--- config.mk ---
export PLATFORM = sky130hd
export DESIGN_NAME = mesh_traffic_pattern_destination_core
export DESIGN_NICKNAME = d
export VERILOG_FILES = /design/src/design/mtpd_pkg.sv /design/src/design/mtpd_split.sv /design/src/design/mtpd_route.sv /design/src/design/mtpd_merge.sv /design/src/design/mesh_traffic_pattern_destination_core.sv
export SDC_FILE = /design/constraint.sdc
export NUM_CORES = 1
export LEC_CHECK = 0
export BUFFER_PORTS_ARGS = -buffer_cell sky130_fd_sc_hd__buf_2
export CORE_MARGIN = 2
export CORE_UTILIZATION = 40
export CTS_BUF_LIST = sky130_fd_sc_hd__clkbuf_4 sky130_fd_sc_hd__clkbuf_8
export DETAILED_ROUTE_END_ITERATION = 7
export PLACE_DENSITY = 0.57
export SLEW_MARGIN = 25
export SYNTH_ARGS = -nofsm -noshare
export SYNTH_HDL_FRONTEND = slang
export SYNTH_HIERARCHICAL = 1
export SYNTH_SLANG_ARGS = --single-unit
export TNS_END_PERCENT = 100
--- constraint.sdc ---
create_clock -name clock -period 6 [get_ports clock]
set_clock_uncertainty 0.1 [all_clocks]
set_input_delay 1.8 -clock clock [delete_from_list [all_inputs] [get_ports clock]]
set_output_delay 1.8 -clock clock [all_outputs]
set_load 0.01 [all_outputs]
--- src/design/mtpd_pkg.sv ---
package mtpd_pkg;

   localparam int MAX_DIM_DEF = 16;

   // fixed field widths
   localparam int NODE_W    = 8;
   localparam int NODES_W   = 9;   // node count, up to 16*16
   localparam int NBITS_W   = 4;   // ceil(log2(nodes)), 0..8
   localparam int SEL_W     = 3;   // bit index into a node id
   localparam int CFG_DIM_W = 5;
   localparam int PAT_W     = 3;

   localparam int CSR_IDX_W  = 2;
   localparam int CSR_DATA_W = 5;

   localparam logic [CSR_IDX_W-1:0] CSR_MESH_WIDTH  = 2'd0;
   localparam logic [CSR_IDX_W-1:0] CSR_MESH_HEIGHT = 2'd1;
   localparam logic [CSR_IDX_W-1:0] CSR_PATTERN     = 2'd2;

   localparam logic [PAT_W-1:0] PAT_TRANSPOSE1  = 3'd0;
   localparam logic [PAT_W-1:0] PAT_TRANSPOSE2  = 3'd1;
   localparam logic [PAT_W-1:0] PAT_BIT_REVERSE = 3'd2;
   localparam logic [PAT_W-1:0] PAT_SHUFFLE     = 3'd3;
   localparam logic [PAT_W-1:0] PAT_BUTTERFLY   = 3'd4;

   localparam logic [CFG_DIM_W-1:0] DIM_RESET = 5'd4;
   localparam logic [PAT_W-1:0]     PAT_RESET = PAT_TRANSPOSE1;

   // id / X by multiply: q = (id * ceil(2^16 / X)) >> 16, exact for 8-bit ids
   localparam int RECIP_SHIFT = 16;
   localparam int RECIP_W     = 17;

   function automatic logic [RECIP_W-1:0] recip_of(input logic [CFG_DIM_W-1:0] d);
      logic [RECIP_W-1:0] r;
      case (d)
         5'd1:    r = 17'd65536;
         5'd2:    r = 17'd32768;
         5'd3:    r = 17'd21846;
         5'd4:    r = 17'd16384;
         5'd5:    r = 17'd13108;
         5'd6:    r = 17'd10923;
         5'd7:    r = 17'd9363;
         5'd8:    r = 17'd8192;
         5'd9:    r = 17'd7282;
         5'd10:   r = 17'd6554;
         5'd11:   r = 17'd5958;
         5'd12:   r = 17'd5462;
         5'd13:   r = 17'd5042;
         5'd14:   r = 17'd4682;
         5'd15:   r = 17'd4370;
         5'd16:   r = 17'd4096;
         default: r = '0;
      endcase
      return r;
   endfunction

   function automatic logic [NBITS_W-1:0] ceil_log2(input logic [NODES_W-1:0] n);
      logic [NBITS_W-1:0] k;
      k = NBITS_W'(NODES_W - 1);
      for (int i = NODES_W - 2; i >= 0; i--) begin
         if ((NODES_W'(1) << i) >= n) k = NBITS_W'(i);
      end
      return k;
   endfunction

endpackage

--- src/design/mtpd_split.sv ---
// Two stages: clamp dimensions and pick the reciprocal, then the
// reciprocal multiply giving y = id / X, plus node count and bit count.
module mtpd_split #(
   parameter int MAX_DIM = mtpd_pkg::MAX_DIM_DEF,
   localparam int DIM_W = $clog2(MAX_DIM + 1)
) (
   input  logic                           clock,
   input  logic                           reset,
   input  logic [mtpd_pkg::CFG_DIM_W-1:0] cfg_width,
   input  logic [mtpd_pkg::CFG_DIM_W-1:0] cfg_height,
   input  logic [mtpd_pkg::PAT_W-1:0]     cfg_pattern,
   input  logic                           in_valid,
   output logic                           in_ready,
   input  logic [mtpd_pkg::NODE_W-1:0]    in_src,
   output logic                           out_valid,
   input  logic                           out_ready,
   output logic [mtpd_pkg::NODE_W-1:0]    out_src,
   output logic [mtpd_pkg::PAT_W-1:0]     out_pat,
   output logic [DIM_W-1:0]               out_xd,
   output logic [DIM_W-1:0]               out_yd,
   output logic [mtpd_pkg::NODE_W-1:0]    out_q,
   output logic [mtpd_pkg::NODES_W-1:0]   out_nodes,
   output logic [mtpd_pkg::NBITS_W-1:0]   out_nbits
);
   import mtpd_pkg::*;

   localparam int PROD_W = NODE_W + RECIP_W;

   typedef struct packed {
      logic [NODE_W-1:0]  src;
      logic [PAT_W-1:0]   pat;
      logic [DIM_W-1:0]   xd;
      logic [DIM_W-1:0]   yd;
      logic [RECIP_W-1:0] recip;
   } s1_type;

   typedef struct packed {
      logic [NODE_W-1:0]  src;
      logic [PAT_W-1:0]   pat;
      logic [DIM_W-1:0]   xd;
      logic [DIM_W-1:0]   yd;
      logic [NODE_W-1:0]  q;
      logic [NODES_W-1:0] nodes;
      logic [NBITS_W-1:0] nbits;
   } s2_type;

   function automatic logic [DIM_W-1:0] clamp_dim(input logic [CFG_DIM_W-1:0] d);
      logic [DIM_W-1:0] r;
      if (d == '0) r = DIM_W'(1);
      else if (int'(d) > MAX_DIM) r = DIM_W'(MAX_DIM);
      else r = DIM_W'(d);
      return r;
   endfunction

   s1_type s1_ff, s1_in;
   s2_type s2_ff, s2_in;
   logic   s1_valid_ff, s1_valid_in;
   logic   s2_valid_ff, s2_valid_in;
   logic   s1_ready, s2_ready;

   logic [PROD_W-1:0]    prod;
   logic [2*DIM_W-1:0]   area;

   assign s2_ready = !s2_valid_ff || out_ready;
   assign s1_ready = !s1_valid_ff || s2_ready;
   assign in_ready = s1_ready;

   // stage 1
   always_comb begin
      s1_in       = s1_ff;
      s1_valid_in = s1_valid_ff;
      if (s1_ready) begin
         s1_valid_in = in_valid;
      end
      if (in_valid && s1_ready) begin
         s1_in.src   = in_src;
         s1_in.pat   = cfg_pattern;
         s1_in.xd    = clamp_dim(cfg_width);
         s1_in.yd    = clamp_dim(cfg_height);
         s1_in.recip = recip_of(CFG_DIM_W'(clamp_dim(cfg_width)));
      end
   end

   // stage 2
   assign prod = PROD_W'(s1_ff.src) * PROD_W'(s1_ff.recip);
   assign area = (2 * DIM_W)'(s1_ff.xd) * (2 * DIM_W)'(s1_ff.yd);

   always_comb begin
      s2_in       = s2_ff;
      s2_valid_in = s2_valid_ff;
      if (s2_ready) begin
         s2_valid_in = s1_valid_ff;
      end
      if (s1_valid_ff && s2_ready) begin
         s2_in.src   = s1_ff.src;
         s2_in.pat   = s1_ff.pat;
         s2_in.xd    = s1_ff.xd;
         s2_in.yd    = s1_ff.yd;
         s2_in.q     = prod[RECIP_SHIFT +: NODE_W];
         s2_in.nodes = NODES_W'(area);
         s2_in.nbits = ceil_log2(NODES_W'(area));
      end
   end

   always_ff @(posedge clock) begin
      if (reset) begin
         s1_valid_ff <= 1'b0;
         s2_valid_ff <= 1'b0;
      end else begin
         s1_valid_ff <= s1_valid_in;
         s2_valid_ff <= s2_valid_in;
      end
   end

   always_ff @(posedge clock) begin
      s1_ff <= s1_in;
      s2_ff <= s2_in;
   end

   assign out_valid = s2_valid_ff;
   assign out_src   = s2_ff.src;
   assign out_pat   = s2_ff.pat;
   assign out_xd    = s2_ff.xd;
   assign out_yd    = s2_ff.yd;
   assign out_q     = s2_ff.q;
   assign out_nodes = s2_ff.nodes;
   assign out_nbits = s2_ff.nbits;

endmodule

--- src/design/mtpd_route.sv ---
// x = id - y*X, then the transposed coordinates and the bit-pattern ids.
module mtpd_route #(
   parameter int MAX_DIM = mtpd_pkg::MAX_DIM_DEF,
   localparam int DIM_W = $clog2(MAX_DIM + 1),
   localparam int COORD_W = $clog2(MAX_DIM)
) (
   input  logic                         clock,
   input  logic                         reset,
   input  logic                         in_valid,
   output logic                         in_ready,
   input  logic [mtpd_pkg::NODE_W-1:0]  in_src,
   input  logic [mtpd_pkg::PAT_W-1:0]   in_pat,
   input  logic [DIM_W-1:0]             in_xd,
   input  logic [DIM_W-1:0]             in_yd,
   input  logic [mtpd_pkg::NODE_W-1:0]  in_q,
   input  logic [mtpd_pkg::NODES_W-1:0] in_nodes,
   input  logic [mtpd_pkg::NBITS_W-1:0] in_nbits,
   output logic                         out_valid,
   input  logic                         out_ready,
   output logic [DIM_W-1:0]             out_xd,
   output logic [mtpd_pkg::NODES_W-1:0] out_nodes,
   output logic [COORD_W-1:0]           out_dx,
   output logic [COORD_W-1:0]           out_dy,
   output logic [mtpd_pkg::NODE_W-1:0]  out_bits,
   output logic                         out_is_tp
);
   import mtpd_pkg::*;

   localparam int QX_W = NODE_W + DIM_W;

   typedef struct packed {
      logic [DIM_W-1:0]   xd;
      logic [NODES_W-1:0] nodes;
      logic [COORD_W-1:0] dx;
      logic [COORD_W-1:0] dy;
      logic [NODE_W-1:0]  bits;
      logic               is_tp;
   } rt_type;

   function automatic logic [NODE_W-1:0] bit_reverse(input logic [NODE_W-1:0] s,
                                                     input logic [NBITS_W-1:0] n);
      logic [NODE_W-1:0] r;
      r = '0;
      for (int i = 0; i < NODE_W; i++) begin
         if (NBITS_W'(i) < n) r[i] = s[SEL_W'(n - NBITS_W'(1) - NBITS_W'(i))];
      end
      return r;
   endfunction

   // rotate left within the low n bits
   function automatic logic [NODE_W-1:0] shuffle(input logic [NODE_W-1:0] s,
                                                 input logic [NBITS_W-1:0] n);
      logic [NODE_W-1:0] r;
      r = '0;
      for (int i = 0; i < NODE_W; i++) begin
         if (NBITS_W'(i) < n) begin
            if (i == 0) r[i] = s[SEL_W'(n - NBITS_W'(1))];
            else r[i] = s[i-1];
         end
      end
      return r;
   endfunction

   // swap top and bottom bit; with one bit the id is kept
   function automatic logic [NODE_W-1:0] butterfly(input logic [NODE_W-1:0] s,
                                                   input logic [NBITS_W-1:0] n);
      logic [NODE_W-1:0] r;
      r = '0;
      for (int i = 0; i < NODE_W; i++) begin
         if (NBITS_W'(i) < n) begin
            if (NBITS_W'(i) == n - NBITS_W'(1)) r[i] = s[0];
            else if (i == 0) r[i] = s[SEL_W'(n - NBITS_W'(1))];
            else r[i] = s[i];
         end
      end
      return r;
   endfunction

   rt_type rt_ff, rt_in;
   logic   rt_valid_ff, rt_valid_in;

   logic [QX_W-1:0]    qx;
   logic [NODE_W-1:0]  rem;
   logic [COORD_W-1:0] sx;
   logic [COORD_W-1:0] qc;
   logic               q_ge_x;
   logic               sx_ge_y;
   logic [COORD_W-1:0] dx;
   logic [COORD_W-1:0] dy;
   logic [NODE_W-1:0]  bits;

   assign qx      = QX_W'(in_q) * QX_W'(in_xd);
   assign rem     = in_src - qx[NODE_W-1:0];
   assign sx      = rem[COORD_W-1:0];
   assign qc      = in_q[COORD_W-1:0];
   assign q_ge_x  = in_q >= NODE_W'(in_xd);
   assign sx_ge_y = DIM_W'(sx) >= in_yd;

   always_comb begin
      if (in_pat == PAT_TRANSPOSE1) begin
         dx = q_ge_x ? '0 : COORD_W'(in_xd - DIM_W'(1) - DIM_W'(qc));
         dy = sx_ge_y ? '0 : COORD_W'(in_yd - DIM_W'(1) - DIM_W'(sx));
      end else begin
         dx = q_ge_x ? COORD_W'(in_xd - DIM_W'(1)) : qc;
         dy = sx_ge_y ? COORD_W'(in_yd - DIM_W'(1)) : sx;
      end
   end

   always_comb begin
      unique case (in_pat)
         PAT_BIT_REVERSE: bits = bit_reverse(in_src, in_nbits);
         PAT_SHUFFLE:     bits = shuffle(in_src, in_nbits);
         PAT_BUTTERFLY:   bits = butterfly(in_src, in_nbits);
         default:         bits = '0;
      endcase
   end

   assign in_ready = !rt_valid_ff || out_ready;

   always_comb begin
      rt_in       = rt_ff;
      rt_valid_in = rt_valid_ff;
      if (in_ready) begin
         rt_valid_in = in_valid;
      end
      if (in_valid && in_ready) begin
         rt_in.xd    = in_xd;
         rt_in.nodes = in_nodes;
         rt_in.dx    = dx;
         rt_in.dy    = dy;
         rt_in.bits  = bits;
         rt_in.is_tp = in_pat inside {PAT_TRANSPOSE1, PAT_TRANSPOSE2};
      end
   end

   always_ff @(posedge clock) begin
      if (reset) begin
         rt_valid_ff <= 1'b0;
      end else begin
         rt_valid_ff <= rt_valid_in;
      end
   end

   always_ff @(posedge clock) begin
      rt_ff <= rt_in;
   end

   assign out_valid = rt_valid_ff;
   assign out_xd    = rt_ff.xd;
   assign out_nodes = rt_ff.nodes;
   assign out_dx    = rt_ff.dx;
   assign out_dy    = rt_ff.dy;
   assign out_bits  = rt_ff.bits;
   assign out_is_tp = rt_ff.is_tp;

endmodule

--- src/design/mtpd_merge.sv ---
// Rebuilds y*X + x for the transposes, picks the result, flags ids past the mesh.
module mtpd_merge #(
   parameter int MAX_DIM = mtpd_pkg::MAX_DIM_DEF,
   localparam int DIM_W = $clog2(MAX_DIM + 1),
   localparam int COORD_W = $clog2(MAX_DIM)
) (
   input  logic                         clock,
   input  logic                         reset,
   input  logic                         in_valid,
   output logic                         in_ready,
   input  logic [DIM_W-1:0]             in_xd,
   input  logic [mtpd_pkg::NODES_W-1:0] in_nodes,
   input  logic [COORD_W-1:0]           in_dx,
   input  logic [COORD_W-1:0]           in_dy,
   input  logic [mtpd_pkg::NODE_W-1:0]  in_bits,
   input  logic                         in_is_tp,
   output logic                         out_valid,
   input  logic                         out_ready,
   output logic [mtpd_pkg::NODE_W-1:0]  out_dest,
   output logic                         out_beyond
);
   import mtpd_pkg::*;

   localparam int ID_W = COORD_W + DIM_W + 1;

   typedef struct packed {
      logic [NODE_W-1:0] dest;
      logic              beyond;
   } res_type;

   res_type res_ff, res_in;
   logic    res_valid_ff, res_valid_in;

   logic [ID_W-1:0]   tp_id;
   logic [NODE_W-1:0] dest;

   assign tp_id = ID_W'(in_dy) * ID_W'(in_xd) + ID_W'(in_dx);

   always_comb begin
      if (in_nodes <= NODES_W'(1)) dest = '0;
      else if (in_is_tp) dest = NODE_W'(tp_id);
      else dest = in_bits;
   end

   assign in_ready = !res_valid_ff || out_ready;

   always_comb begin
      res_in       = res_ff;
      res_valid_in = res_valid_ff;
      if (in_ready) begin
         res_valid_in = in_valid;
      end
      if (in_valid && in_ready) begin
         res_in.dest   = dest;
         res_in.beyond = NODES_W'(dest) >= in_nodes;
      end
   end

   always_ff @(posedge clock) begin
      if (reset) begin
         res_valid_ff <= 1'b0;
      end else begin
         res_valid_ff <= res_valid_in;
      end
   end

   always_ff @(posedge clock) begin
      res_ff <= res_in;
   end

   assign out_valid  = res_valid_ff;
   assign out_dest   = res_ff.dest;
   assign out_beyond = res_ff.beyond;

endmodule

--- src/design/mesh_traffic_pattern_destination_core.sv ---
// Synthetic traffic destination unit for an X by Y mesh.
// req_*: one source node id per item. rsp_*: the destination id picked by the
// configured pattern (transpose1, transpose2, bit reversal, shuffle,
// butterfly) and a flag for an id at or past X*Y.
// csr_*: write-only registers mesh width, mesh height and pattern; write them
// only while no item is in flight. Dimensions saturate into 1..MAX_DIM.
// Four register stages: dimension clamp and reciprocal pick, reciprocal
// multiply for id / X, coordinate and bit-pattern mapping, then the y*X + x
// rebuild into the output register. One item per cycle is sustained while
// rsp_tready stays high.
// Each stage holds its item when the next one is full and stalled, so a stalled rsp
// backs up stage by stage; req_tready drops only once every stage is full.
// Reset: mesh 4 by 4, pattern transpose1, pipeline empty.
module mesh_traffic_pattern_destination_core #(
   parameter int MAX_DIM = mtpd_pkg::MAX_DIM_DEF
) (
   input  logic                            clock,
   input  logic                            reset,
   input  logic                            req_tvalid,
   output logic                            req_tready,
   input  logic [7:0]                      req_tdata,  // [7:0] source_node
   output logic                            rsp_tvalid,
   input  logic                            rsp_tready,
   output logic [7:0]                      rsp_tdata,  // [7:0] dest_node
   output logic [0:0]                      rsp_tuser,  // [0] beyond_mesh
   input  logic                            csr_we,
   input  logic [mtpd_pkg::CSR_IDX_W-1:0]  csr_index,
   input  logic [mtpd_pkg::CSR_DATA_W-1:0] csr_wdata
);
   import mtpd_pkg::*;

   localparam int DIM_W   = $clog2(MAX_DIM + 1);
   localparam int COORD_W = $clog2(MAX_DIM);

   logic [CFG_DIM_W-1:0] width_ff, width_in;
   logic [CFG_DIM_W-1:0] height_ff, height_in;
   logic [PAT_W-1:0]     pattern_ff, pattern_in;

   always_comb begin
      width_in   = width_ff;
      height_in  = height_ff;
      pattern_in = pattern_ff;
      if (csr_we) begin
         unique case (csr_index)
            CSR_MESH_WIDTH:  width_in   = csr_wdata;
            CSR_MESH_HEIGHT: height_in  = csr_wdata;
            CSR_PATTERN:     pattern_in = csr_wdata[PAT_W-1:0];
            default: ;
         endcase
      end
   end

   always_ff @(posedge clock) begin
      if (reset) begin
         width_ff   <= DIM_RESET;
         height_ff  <= DIM_RESET;
         pattern_ff <= PAT_RESET;
      end else begin
         width_ff   <= width_in;
         height_ff  <= height_in;
         pattern_ff <= pattern_in;
      end
   end

   logic               split_valid, split_ready;
   logic [NODE_W-1:0]  split_src, split_q;
   logic [PAT_W-1:0]   split_pat;
   logic [DIM_W-1:0]   split_xd, split_yd;
   logic [NODES_W-1:0] split_nodes;
   logic [NBITS_W-1:0] split_nbits;

   logic               route_valid, route_ready;
   logic [DIM_W-1:0]   route_xd;
   logic [NODES_W-1:0] route_nodes;
   logic [COORD_W-1:0] route_dx, route_dy;
   logic [NODE_W-1:0]  route_bits;
   logic               route_is_tp;

   mtpd_split #(.MAX_DIM(MAX_DIM)) u_split (
      .clock       (clock),
      .reset       (reset),
      .cfg_width   (width_ff),
      .cfg_height  (height_ff),
      .cfg_pattern (pattern_ff),
      .in_valid    (req_tvalid),
      .in_ready    (req_tready),
      .in_src      (req_tdata),
      .out_valid   (split_valid),
      .out_ready   (split_ready),
      .out_src     (split_src),
      .out_pat     (split_pat),
      .out_xd      (split_xd),
      .out_yd      (split_yd),
      .out_q       (split_q),
      .out_nodes   (split_nodes),
      .out_nbits   (split_nbits)
   );

   mtpd_route #(.MAX_DIM(MAX_DIM)) u_route (
      .clock     (clock),
      .reset     (reset),
      .in_valid  (split_valid),
      .in_ready  (split_ready),
      .in_src    (split_src),
      .in_pat    (split_pat),
      .in_xd     (split_xd),
      .in_yd     (split_yd),
      .in_q      (split_q),
      .in_nodes  (split_nodes),
      .in_nbits  (split_nbits),
      .out_valid (route_valid),
      .out_ready (route_ready),
      .out_xd    (route_xd),
      .out_nodes (route_nodes),
      .out_dx    (route_dx),
      .out_dy    (route_dy),
      .out_bits  (route_bits),
      .out_is_tp (route_is_tp)
   );

   mtpd_merge #(.MAX_DIM(MAX_DIM)) u_merge (
      .clock      (clock),
      .reset      (reset),
      .in_valid   (route_valid),
      .in_ready   (route_ready),
      .in_xd      (route_xd),
      .in_nodes   (route_nodes),
      .in_dx      (route_dx),
      .in_dy      (route_dy),
      .in_bits    (route_bits),
      .in_is_tp   (route_is_tp),
      .out_valid  (rsp_tvalid),
      .out_ready  (rsp_tready),
      .out_dest   (rsp_tdata),
      .out_beyond (rsp_tuser[0])
   );

   // backpressure at the input can only come from a full, stalled output
   a_stall_origin: assert property (@(posedge clock) disable iff (reset)
      !req_tready |-> rsp_tvalid && !rsp_tready)
      else $error("input stalled without a stalled output");

   a_route_load: assert property (@(posedge clock) disable iff (reset)
      split_valid && split_ready |=> route_valid)
      else $error("item lost between split and route stages");

   a_route_hold: assert property (@(posedge clock) disable iff (reset)
      route_valid && !route_ready |=> route_valid && $stable(route_dx)
         && $stable(route_dy) && $stable(route_bits))
      else $error("route stage changed while stalled");

   // an id past the mesh is at least the node count, so never zero
   a_beyond_nonzero: assert property (@(posedge clock) disable iff (reset)
      rsp_tvalid && rsp_tuser[0] |-> rsp_tdata != '0)
      else $error("beyond_mesh set on node zero");

endmodule

== Yosys cells after proc, flatten, opt, wreduce, memory -nomap -nowiden ==
Memories as Yosys holds them, arrays and structs flattened. A register that Yosys moved wholly into a read port is not among the register bits.
Cells that the tools add are included.

* Multiply operators: 4
* Magnitude comparators: 30
* Equal/unequal tests: 13
* Reductions and logical operators: 25
* Muxes and demuxes: 67
* $add $sub $neg: 14

{| class="wikitable"
|+ Operators by type and width
! operator !! number
|-
| $mux W1 || 40
|-
| $lt A3 B4 Y1 const B || 8
|-
| $mux W4 || 7
|-
| $bmux W1 S3 || 8
|-
| $mul A8 B17 Y24 || 1
|-
| $pmux W8 S3 || 1
|-
| $mux W5 || 4
|-
| $eq A3 B4 Y1 const A || 4
|-
| $lt A3 B4 Y1 const A || 4
|-
| $mux W8 || 2
|-
| $sub A3 B3 Y3 const B || 4
|-
| $sub A4 B1 Y4 const B || 3
|-
| $sub A4 B4 Y4 || 3
|-
| $gt A5 B5 Y1 const B || 2
|-
| $logic_not A5 Y1 || 2
|-
| $ge A1 B9 Y1 const A || 1
|-
| $ge A2 B9 Y1 const A || 1
|-
| $ge A3 B9 Y1 const A || 1
|-
| $ge A4 B9 Y1 const A || 1
|-
| $ge A5 B9 Y1 const A || 1
|-
| $ge A6 B9 Y1 const A || 1
|-
| $ge A7 B9 Y1 const A || 1
|-
| $ge A8 B9 Y1 || 1
|-
| $ge A8 B9 Y1 const A || 1
|-
| 31 further kinds || 51
|}

* Logic and storage cells: 184
* Register bits: 120
* ROM bits: 544
* Output and inout port bits: 11
* Memories kept: 1

{| class="wikitable"
|+ Memory list
! name !! words !! bits a word !! rd ports !! clocked after Yosys merged registers in !! write ports !! RTL line !! text
|-
| (no name shown) || 32 || 17 || 1 || 1 || 0 || mtpd_pkg.sv:35 || <nowiki>case (d)</nowiki>
|}

== Logic depth before layout (Yosys ltp) ==
* Depth after elaboration: 9
* Gate-level depth with buffers: 18
* Mapped depth without buffers: 17

== By module ==
The synthesis kept the hierarchy.

{| class="wikitable"
|+ By module, submodules not included
! module !! area each (um^2) !! cells each !! sequential area each (um^2) !! instances
|-
| mtpd_split || 7439.6 || 694 || 2442.3 || 1
|-
| mtpd_route || 2856.5 || 278 || 950.9 || 1
|-
| mtpd_merge || 1328.8 || 132 || 290.3 || 1
|-
| mesh_traffic_pattern_destination_core || 555.5 || 51 || 260.2 || 1
|}

== Worst setup path after synthesis ==
OpenSTA, ideal clock, no wires.

* Kind: register to register
* Start point: reg u_split/s1_ff[37] (netlist name)
* End point: reg u_split.s2_ff, in the netlist u_split/out_q[5], data pin
* Data arrival time: 4.465 ns
* Data required time: 5.642 ns
* Library setup time: 0.258 ns
* Buffers on the path: 2
* Clock period less this slack: 4.823 ns
* Cell stages (with the launch flop): 17
* Slack: 1.177 ns
* Cells stage by stage: edfxtp_1 -> clkbuf_1 -> clkbuf_1 -> nand2_1 -> fa_1 -> inv_1 -> fa_1 -> fa_1 -> fa_1 -> ha_1 -> nand4_1 -> a211oi_1 -> a221oi_2 -> o221ai_2 -> a41oi_2 -> and2b_1 -> xnor2_1

* Word-level cells in the longest chain between the ends: 1

{| class="wikitable"
|+ Ends and longest elaborated chain
! item !! RTL line !! text
|-
| from (decl) || mtpd_split.sv:55 || <nowiki>s1_type s1_ff, s1_in;</nowiki>
|-
| from (signal assigned) || mtpd_split.sv:116 || <nowiki>s1_ff <= s1_in;</nowiki>
|-
| $mul A8 B17 Y24 || mtpd_split.sv:85 || <nowiki>assign prod = PROD_W'(s1_ff.src) * PROD_W'(s1_ff.recip);</nowiki>
|-
| named net u_split.prod[21] || mtpd_split.sv:61 || <nowiki>logic [PROD_W-1:0] prod;</nowiki>
|-
| to (signal assigned) || mtpd_split.sv:117 || <nowiki>s2_ff <= s2_in;</nowiki>
|-
| to (decl) || mtpd_split.sv:56 || <nowiki>s2_type s2_ff, s2_in;</nowiki>
|}

The timed path passes the listed nets, and every way through them passes these cells.
A chain may end at the register's enable or synchronous reset.

== Worst setup path in the final report ==
* Start point: reg u_split/s1_ff[37] (netlist name)
* End point: reg u_split.s2_ff, in the netlist u_split/out_q[6], data pin

The elaborated chain is that of the path after synthesis.

==> metrics.md <==
| Metric | Value |
|---|---|
| Maxcap violations | `0` |
| Finished Cell Area | `13100 um^2` |
| Leak pwr | `5.84 nW` |
| Clock power share | `0.191` |
| PwrDens | `325 nW/um^2` |
| Worst Hold End | `u_route/out_nodes[7]$_DFFE_PP_` |
| Initial antenna violation count | `0` |
| Status | `completed` |
| Area fraction in compound gates after synthesis | `0.0653` |
| Hold Path Stages | `0` |
| Via-to-Cell Ratio | `4.96` |
| Synthesized cell area | `12200 um^2` |
| Top-count cell post-synth | `inv_1` |
| CP Launch Type | `flop` |
| Mapped Nets | `1405` |
| Net Sw Frac | `0.389` |
| Period utilization | `0.870` |
| Area growth syn-to-layout | `7.85%` |
| Post-Synthesis Cells | `1155` |
| Overall Global Routing Usage | `0.164` |
| Highest achievable clock rate | `192 MHz` |
| DP Area | `12700 um^2` |
| Hold Slack | `305 ps` |
| # clock sinks | `137` |
| Num rows | `63` |
| Full die area | `31900 um^2` |
| #FFs+latches synth | `137` |
| Synth async-reset ratio | `0` |
| Layout cells sized above 1 | `0.0849` |
| Post-Synth Simple-Gate Area | `0.160` |
| Post-synthesis mux area share | `0.0506` |
| Unrepaired setup endpoints after global routing | `no` |
| Worst-Skew Late Latency | `460 ps` |
| Worst Path Required | `6100 ps` |
| Final setup TNS | `0 ps` |
| Seq/Total Area, Yosys | `0.324` |
| Synth warnings | `6` |
| CTS tree | `done` |
| Final nets | `1426` |
| Post-CTS setup buffer count | `0` |
| CORE AREA | `29800 um^2` |
| Largest net degree at the start of global routing | `39` |
| GR Overflow Total | `0` |
| Syn Area/Cell | `10.5 um^2` |
| Area leader, netlist | `edfxtp_1` |
| Worst Reg-to-Reg Cells | `14` |
| Top-area cell type share of the netlist area | `0.296` |
| Setup violators final | `0` |
| Die height | `179 um` |
| DRC | `0` |
| Post-DR wirelength/cell | `15.2 um` |
| Diode count | `0` |
| Sequential share of power | `0.309` |
| Die W | `179 um` |
| Ys flop type | `edfxtp_1` |
| Maximum VDD drop | `0.151 mV` |
| FF-to-FF Start | `u_split/s1_ff[37]$_DFFE_PP_` |
| Fin. max-slew vios | `0` |
| Initial DRC Count | `467` |
| Most instantiated cells after synthesis | `inv_1, nand2_1, ha_1` |
| Antenna violation net count after detailed routing | `0` |
| DPL Wire Length | `18.8 mm` |
| Worst r2r dst | `u_split/out_q[6]$_DFFE_PP_` |
| Largest family of logic cells by synthesized area | `adder cells` |
| Final worst path period need | `5220 ps` |
| Unique cell type count in the Yosys netlist | `68` |
| I/O pin total | `31` |
| Worst Tran Pin Value | `878 ps` |
| Routed WL | `24.0 mm` |
| Post-synth EDFFs | `120` |
| DR vias | `7829` |
| Clock Path Buffers | `2` |
| Adder-Cell Fraction of Synth Area | `0.303` |
| Max-slew headroom | `0.415` |
| Num CTS Buffers | `17` |
| Main area contributors after synthesis | `edfxtp_1, fa_1, ha_1, inv_1, and2_1` |
| Placement Setup Slack | `749 ps` |
| GP Congestion | `0.867` |
| CP endpoint kind | `flop` |
| HP Class | `reg -> reg` |
| Drt pass-1 iters | `5` |
| Hold Buf Count CTS | `0` |
| Clock Tree Root | `clkbuf_8` |
| PostCTS Resize Cnt | `0` |
| Fin. Hold Viols | `0` |
| Port bufs | `30` |
| Starting Density | `0.409` |
| First-pass GRT wire length | `41.0 mm` |
| Startpoint of the worst hold path | `u_split/out_nodes[7]$_DFFE_PP_` |
| Comb pwr share | `0.500` |
| Critical-path maximum fanout | `18` |
| P_int | `2.61 mW` |
| Flop2flop setup slack | `780 ps` |
| WS Path Type | `reg -> reg` |
| Data arrival time of the worst path | `5320 ps` |
| H-Tree Level Count | `4` |
| Clk slew on worst S/H paths | `90 ps` |
| Psw | `1.66 mW` |
| Vias in the first global route | `7993` |
| Post-synthesis xor/xnor area fraction | `0.0355` |
| Worst setup margin | `781 ps` |
[registers in the layout, summed over array words and instances, names as in the netlist, 8 cells and up]
register / flops
u_merge/out_dest: 8
u_route/out_bits: 8
u_route/out_nodes: 9
u_split/out_nodes: 9
u_split/out_q: 8
u_split/out_src: 8
u_split/s1_ff: 38
[power by group through the flow]
stage	registers (mW)	logic, mW	clock network (mW)
floorplan	1.27	1.75	0
global placement	1.34	2.12	0
detailed placement	1.35	2.15	0
CTS	1.32	2.18	0.839
global route	1.34	2.50	0.882
finish	1.32	2.14	0.816
[kinds of logic after synthesis]
kind of cell | Yosys count
adder cells (fa/ha/maj) | 230
AO/OA/AOI/OAI | 124
AND/OR/NAND/NOR | 377
buffers and inverters | 191
XOR/XNOR | 47
multiplexers | 49
flip-flops | 137
[worst max-delay path, stage by stage (launching register included)]
cell and delay (ps):
edfxtp_1 730, nand2_1 160, fa_1 540, fa_1 570, inv_1 60, fa_1 520
fa_1 490, ha_1 330, a211oi_2 180, o211ai_1 130, a221oi_2 410, o221ai_2 210
a41oi_2 270, a21oi_1 110, xor2_1 150
[per-stage QoR]
stage                     cells   util  power (mW)
after floorplan            1155      -        3.02
after global placement     1547  0.427        3.46
after detailed placement   1547  0.427        3.50
after CTS                  1579  0.441        4.34
after global routing       1579  0.441        4.72
final                      1579  0.441        4.27
[layout make-up]
class | count | area [um^2]
clock buffers | 18 | 241
clock inverters | 14 | 183
fillers | 2889 | 16700
inverters | 158 | 593
multi-input cells | 827 | 7500
flip-flops and latches | 137 | 3940
well taps | 390 | 488
repair buffers | 35 | 188
[metal layers]
metal / vias up / wire, um / share of wire / track usage
met5: - / 0 / 0 / 0
met4: 0 / 196 / 0.0082 / 0.0274
met3: 20 / 682 / 0.028 / 0.0266
met2: 113 / 11400 / 0.48 / 0.268
met1: 3801 / 11700 / 0.49 / 0.233
li1: 3895 / - / - / -
[worst max path at each step]
stage	startpoint	endpoint	slack (ps)	cells after the start
2_1_floorplan	u_split/s1_ff[37]$_DFFE_PP_	u_split/out_q[5]$_DFFE_PP_	1180	16
3_3_place_gp	u_split/s1_ff[37]$_DFFE_PP_	u_split/out_q[6]$_DFFE_PP_	810	14
3_5_place_dp	u_split/s1_ff[37]$_DFFE_PP_	u_split/out_q[6]$_DFFE_PP_	750	14
4_1_cts	u_split/s1_ff[37]$_DFFE_PP_	u_split/out_q[6]$_DFFE_PP_	720	14
5_1_grt	u_split/s1_ff[33]$_DFFE_PP_	u_split/out_q[6]$_DFFE_PP_	460	14
6_report	u_split/s1_ff[37]$_DFFE_PP_	u_split/out_q[6]$_DFFE_PP_	780	14
[cells in the final DEF, fill, tap and decap left out, types with 8 or more instances in the layout]
cell type	Yosys	layout
a211oi_1	9	9
a21o_1	8	8
a21oi_1	38	38
and2_1	92	91
buf_2	4	30
clkbuf_8	0	17
dfxtp_1	17	17
edfxtp_1	120	120
fa_1	109	109
ha_1	121	121
inv_1	158	158
mux2_2	9	9
mux2i_1	32	32
nand2_1	137	137
nand2b_1	32	32
nand3_1	11	11
nor2_1	47	47
nor3_1	9	9
o21ai_0	30	30
xnor2_1	32	32
xor2_1	13	13
Power figures use the tool's default switching activity.
